File: src/zwm_ram.sv
`timescale 1ns / 1ps
// Generic single-port RAM with registered read.
// No dependencies.
module zwm_ram #(
	parameter int WIDTH = 8,
	parameter int DEPTH = 256
) (
	input  logic                     clk,
	input  logic                     we,
	input  logic [$clog2(DEPTH)-1:0] addr,
	input  logic [WIDTH-1:0]         wdata,
	output logic [WIDTH-1:0]         rdata
);
	logic [WIDTH-1:0] mem_q [DEPTH];

	// write one entry when enabled; read the addressed entry every cycle
	always_ff @(posedge clk) begin
		if (we) begin
			mem_q[addr] <= wdata;
		end
		rdata <= mem_q[addr];
	end
endmodule
File: config.mk
export PLATFORM = sky130hd
export DESIGN_NAME = zwm_ram
export DESIGN_NICKNAME = d
export VERILOG_FILES = /design/src/zwm_ram.sv
export SDC_FILE = /design/constraint.sdc
export NUM_CORES = 2
export LEC_CHECK = 0
export ABC_CLOCK_PERIOD_IN_PS = 2800
export BUFFER_PORTS_ARGS = -buffer_cell sky130_fd_sc_hd__buf_2
export CORE_MARGIN = 2
export CORE_UTILIZATION = 50
export DETAILED_ROUTE_END_ITERATION = 12
export GPL_ROUTABILITY_DRIVEN = 0
export PLACE_DENSITY = 0.68
export SLEW_MARGIN = 10
export SYNTH_ARGS = -nofsm -noshare
export SYNTH_HDL_FRONTEND = slang
export SYNTH_SLANG_ARGS = --single-unit
File: constraint.sdc
create_clock -name clk -period 2.8 [get_ports clk]
set_input_delay 0.56 -clock clk [delete_from_list [all_inputs] [get_ports clk]]
set_output_delay 0.56 -clock clk [all_outputs]
set_load 0.005 [all_outputs]
Word-level counts from Yosys, hierarchy flattened --
Memory sizes are Yosys's and may differ from the RTL's. A register that Yosys moved wholly into a read port is not among the register bits. Cells that the tools add are included.
Word-level totals: register bits after elaboration 0, RAM bits 2048, memories kept 1
Operators by class: multiplexer cells 2
Memory list:
- mem_q | words 256, width 8, read ports 1, clocked after Yosys merged registers in 1, write ports 1, line 14 | logic [WIDTH-1:0] mem_q [DEPTH];
Operators with widths (count):
- 1-bit 2-to-1 mux | 2

Logic depth before layout (Yosys ltp) --
depth after elaboration 2, gate-level depth with buffers 10, mapped depth without buffers 5

Worst setup path after synthesis --
No wires, ideal clock.
path type input -> register, start point input addr[1], end point memory mem_q[111][0], enable pin, data arrival time 2409 ps, data required time 2430 ps, setup slack 21 ps, cell stages on the path 9, buffers on the path 5, cells stage by stage buf_2 clkbuf_1 clkbuf_1 nand2_1 buf_2 nor2_1 nand2_1 clkbuf_1 nor2_1
RTL lines:
- start: declaration | line 10 | input logic [$clog2(DEPTH)-1:0] addr,
- end: declaration | line 14
Straight into the memory's write port.

==> impl_metrics.py <==
metrics = {
    "sta": {
        "holdWs_ps": 143.4,
        "final.setup.tns_ps": 0,
        "fin_crit_sh_pct": 98.37,
        "tightest_slew_ps": 1072,
        "max_freq_ghz": 0.3631,
        "fin_crit_ps": 2754,
        "setup_violations": 0,
        "fin_skew_ps": 24.06,
        "rsz0062_at_grt": "false",
        "max_slew_margin_pct": 28.26,
        "hold_viol_final": 0,
        "drv_slew": 0,
    },
    "synthesis": {
        "synth_edf_count": 2048,
        "synth_common_cells": "2,048 x edfxtp_1, 512 x mux4_2, 256 x a22oi_1, 232 x nor2_1, 145 x clkbuf_1",
        "synth.net_count": 3565,
        "synth-seq-cells": 2056,
        "async_flop_share_pct": 0,
        "syn_area_sq_um": 78490,
        "yosys_most_used_dff": "edfxtp_1",
        "avgSynthCellArea_sq_um": 22.13,
        "ys_warn_count": 0,
        "synth_top_cell_by_area": "edfxtp_1",
        "synth.most_common_cell": "edfxtp_1",
        "synth_top_area_share_pct": 78.35,
        "synth.distinct_cells": 22,
        "synth_area_leaders": "edfxtp_1 78%, mux4_2 15%, a22oi_1 2.4%, nor2_1 1.1%, a21oi_1 0.82%",
        "synthCells": 3547,
        "ys_seq_area_share_pct": 78.55,
    },
    "place": {
        "place_area_sq_um": 85810,
        "port_buffers": 25,
        "dp_hpwl_um": 117500,
    },
    "min_path": {
        "hold_path_end": "mem_q[123][4]",
        "min_from": "wdata[4]",
        "hold_depth": 1,
        "hold_path_class": "input pin to register",
    },
    "drt": {
        "vias": 39353,
        "viasPerCell": 6.176,
        "dr.pass1.iters": 6,
        "dr.first_iter.drc_count": 4909,
        "wl_per_cell_um": 29.72,
        "wl_um": 189400,
        "antenna_left": 0,
        "post-route-drc-count": 0,
    },
    "clocking": {
        "clkTransAtPathRegs_ps": 60,
        "cts.sinks": 2056,
        "clk_path_buf_depth": 3,
        "cts-root-buf": "clkbuf_16",
        "htreeDepth": 4,
        "worstSkewPairLatency_ps": 830,
        "cts_setup_buffers": 0,
        "cts_made_buffers": 198,
        "cts_tree": "yes",
    },
    "critical_path": {
        "crit_buf_inv": 5,
        "worstPathArrival_ps": 3430,
        "cp-end-kind": "register",
        "r2r_start": "mem_q[243][5]",
        "slowest_delay_ps": 720,
        "reg2reg_depth": 7,
        "crit_type": "input pin to register",
        "cp.required_ps": 3480,
        "cp_max_fo": 23,
        "reg2reg_slack_ps": 190,
        "path_depth": 10,
        "slowest_stage": "o41ai_1",
        "worstSetupStartpointType": "input pin",
        "r2r-end": "rdata[5]",
        "crit_family": "buffers and inverters",
        "crit_path_cell_trace": "buf_8 -> buf_12 -> buf_12 -> buf_4 -> mux4_2 -> a22oi_1 -> a21oi_1 -> o41ai_1 -> buf_4 -> nand4_1",
    },
    "layout": {
        "area_delta_synth_final_pct": 17.58,
        "fin_nets": 4166,
        "post-route-cell-area_sq_um": 92290,
        "drive_gt1_share_pct": 33.23,
    },
    "die": {
        "core-area_sq_um": 156000,
        "io_pins": 26,
        "die_area_sq_um": 160200,
        "rows": 145,
        "initial_utilization_pct": 50.31,
        "die_x_um": 400.2,
        "die_h_um": 400.2,
    },
    "pwr": {
        "p_int_mw": 50.53,
        "p_seq_share_pct": 53.3,
        "pwr-share-comb_pct": 5.0,
        "switching_power_mw": 13.19,
        "power.density_nw_per_um2": 690.3,
        "swShare_pct": 20.69,
        "clkPwrFrac_pct": 41.7,
        "leakagePower_nw": 29.35,
        "ir_drop_uv": 635.2,
    },
    "global_route": {
        "grt_max_degree": 156,
        "grt_pass1_wl_um": 275600,
        "met3_usage_pct": 6.088,
        "first_global_vias": 39447,
        "grtUsageMet2_pct": 36.67,
        "antenna_found_initial": 10,
        "gr-max-usage-layer": "met2",
        "overflow": 0,
        "gr-usage-all-layers_pct": 23.76,
        "met1_usage_pct": 33.62,
    },
    "job": {
        "maxCapViolCount": 0,
    },
    "status": {
        "status": "completed",
    },
}
-- stage by stage --
step	power [mW]	util [%]	worst slack, ps	instances
finish	63.71	59.15	45.60	6372
global route	65.45	59.15	11.37	6370
CTS	64.13	59.15	87.23	6370
detailed placement	37.81	55.00	-729.2	6004
global placement	37.76	55.00	-739.3	6004
floorplan	36.11	-	21.30	3547
-- worst reg2reg max path, stage by stage (launching register included) --
cell and delay, ps:
edfxtp_1 350, mux4_2 510, a22oi_1 180, buf_4 170, a21oi_1 110, o41ai_1 780
buf_4 270, nand4_1 100
-- how the worst max path moves through the flow --
stage,start,endpoint,slack [ps]
floorplan,addr[1],mem_q[111][0],20
global placement,addr[0],rdata[3],-740
detailed placement,addr[0],rdata[3],-730
CTS,addr[0],rdata[1],90
global route,addr[0],rdata[3],10
finish,addr[0],rdata[3],50
-- cell type report --
class | instances | area [sq um]
diodes | 2 | 5.005
clock buffers | 245 | 5214
repair buffers | 633 | 5831
flip-flops and latches | 2056 | 61660
well taps | 2058 | 2575
fillers | 10983 | 63730
inverters | 1 | 3.754
multi-input cells | 1258 | 15770
clock inverters | 119 | 1236
-- state kept, by name, indices dropped and copies added (netlist names) --
register	count
rdata	8
mem_q	2048
-- cells in the final DEF, fill, tap and decap left out, types with 4 or more instances in the layout --
cell           n
edfxtp_1    2048
buf_4        523
mux4_2       512
a22oi_1      256
nor2_1       231
clkbuf_16    200
a21oi_1      128
buf_12        83
clkinv_1      42
clkbuf_1      41
clkinv_2      37
o41ai_1       31
nor3_1        30
nand2_1       28
bufinv_16     23
buf_2         15
nand3_1       13
nand4_1        8
buf_8          8
dfxtp_1        8
clkinvlp_4     7
clkbuf_8       6
nor2b_1        5
clkinv_8       5
nand2b_1       4
-- power by group through the flow --
stage          sequential (mW)  clock (mW)  combinational [mW]
3_3_place_gp              34.6           0                3.14
5_1_grt                   34.0        28.1                3.37
2_1_floorplan             34.6           0                1.51
3_5_place_dp              34.6           0                3.19
4_1_cts                   34.0        27.0                3.21
6_report                  34.0        26.6                3.18
-- timing repair --
action,CTS,global route
endpoints found under the setup margin,0,1
hold buffers,2,0
endpoints found under the hold margin,6,0
gates resized for setup,0,1
-- layer usage --
| metal | share of wire (%) | vias to the layer above |
|---|---|---|
| met3 | 10 | 317 |
| met5 | 0.032 | - |
| met2 | 47 | 1976 |
| met4 | 3.0 | 8 |
| li1 | - | 16286 |
| met1 | 39 | 20766 |
-- cells by family (layout without fill, tap and decap cells) --
kind of cell / after synthesis / count (layout) / share of synthesized area, %
other: 0 / 2 / 0
AND/OR/NAND/NOR: 330 / 330 / 1.733
AO/OA/AOI/OAI: 416 / 416 / 3.622
flip-flops: 2056 / 2056 / 78.55
multiplexers: 512 / 512 / 14.69
buffers and inverters: 233 / 998 / 1.401
Note: power is estimated with default switching activity, not from simulation.
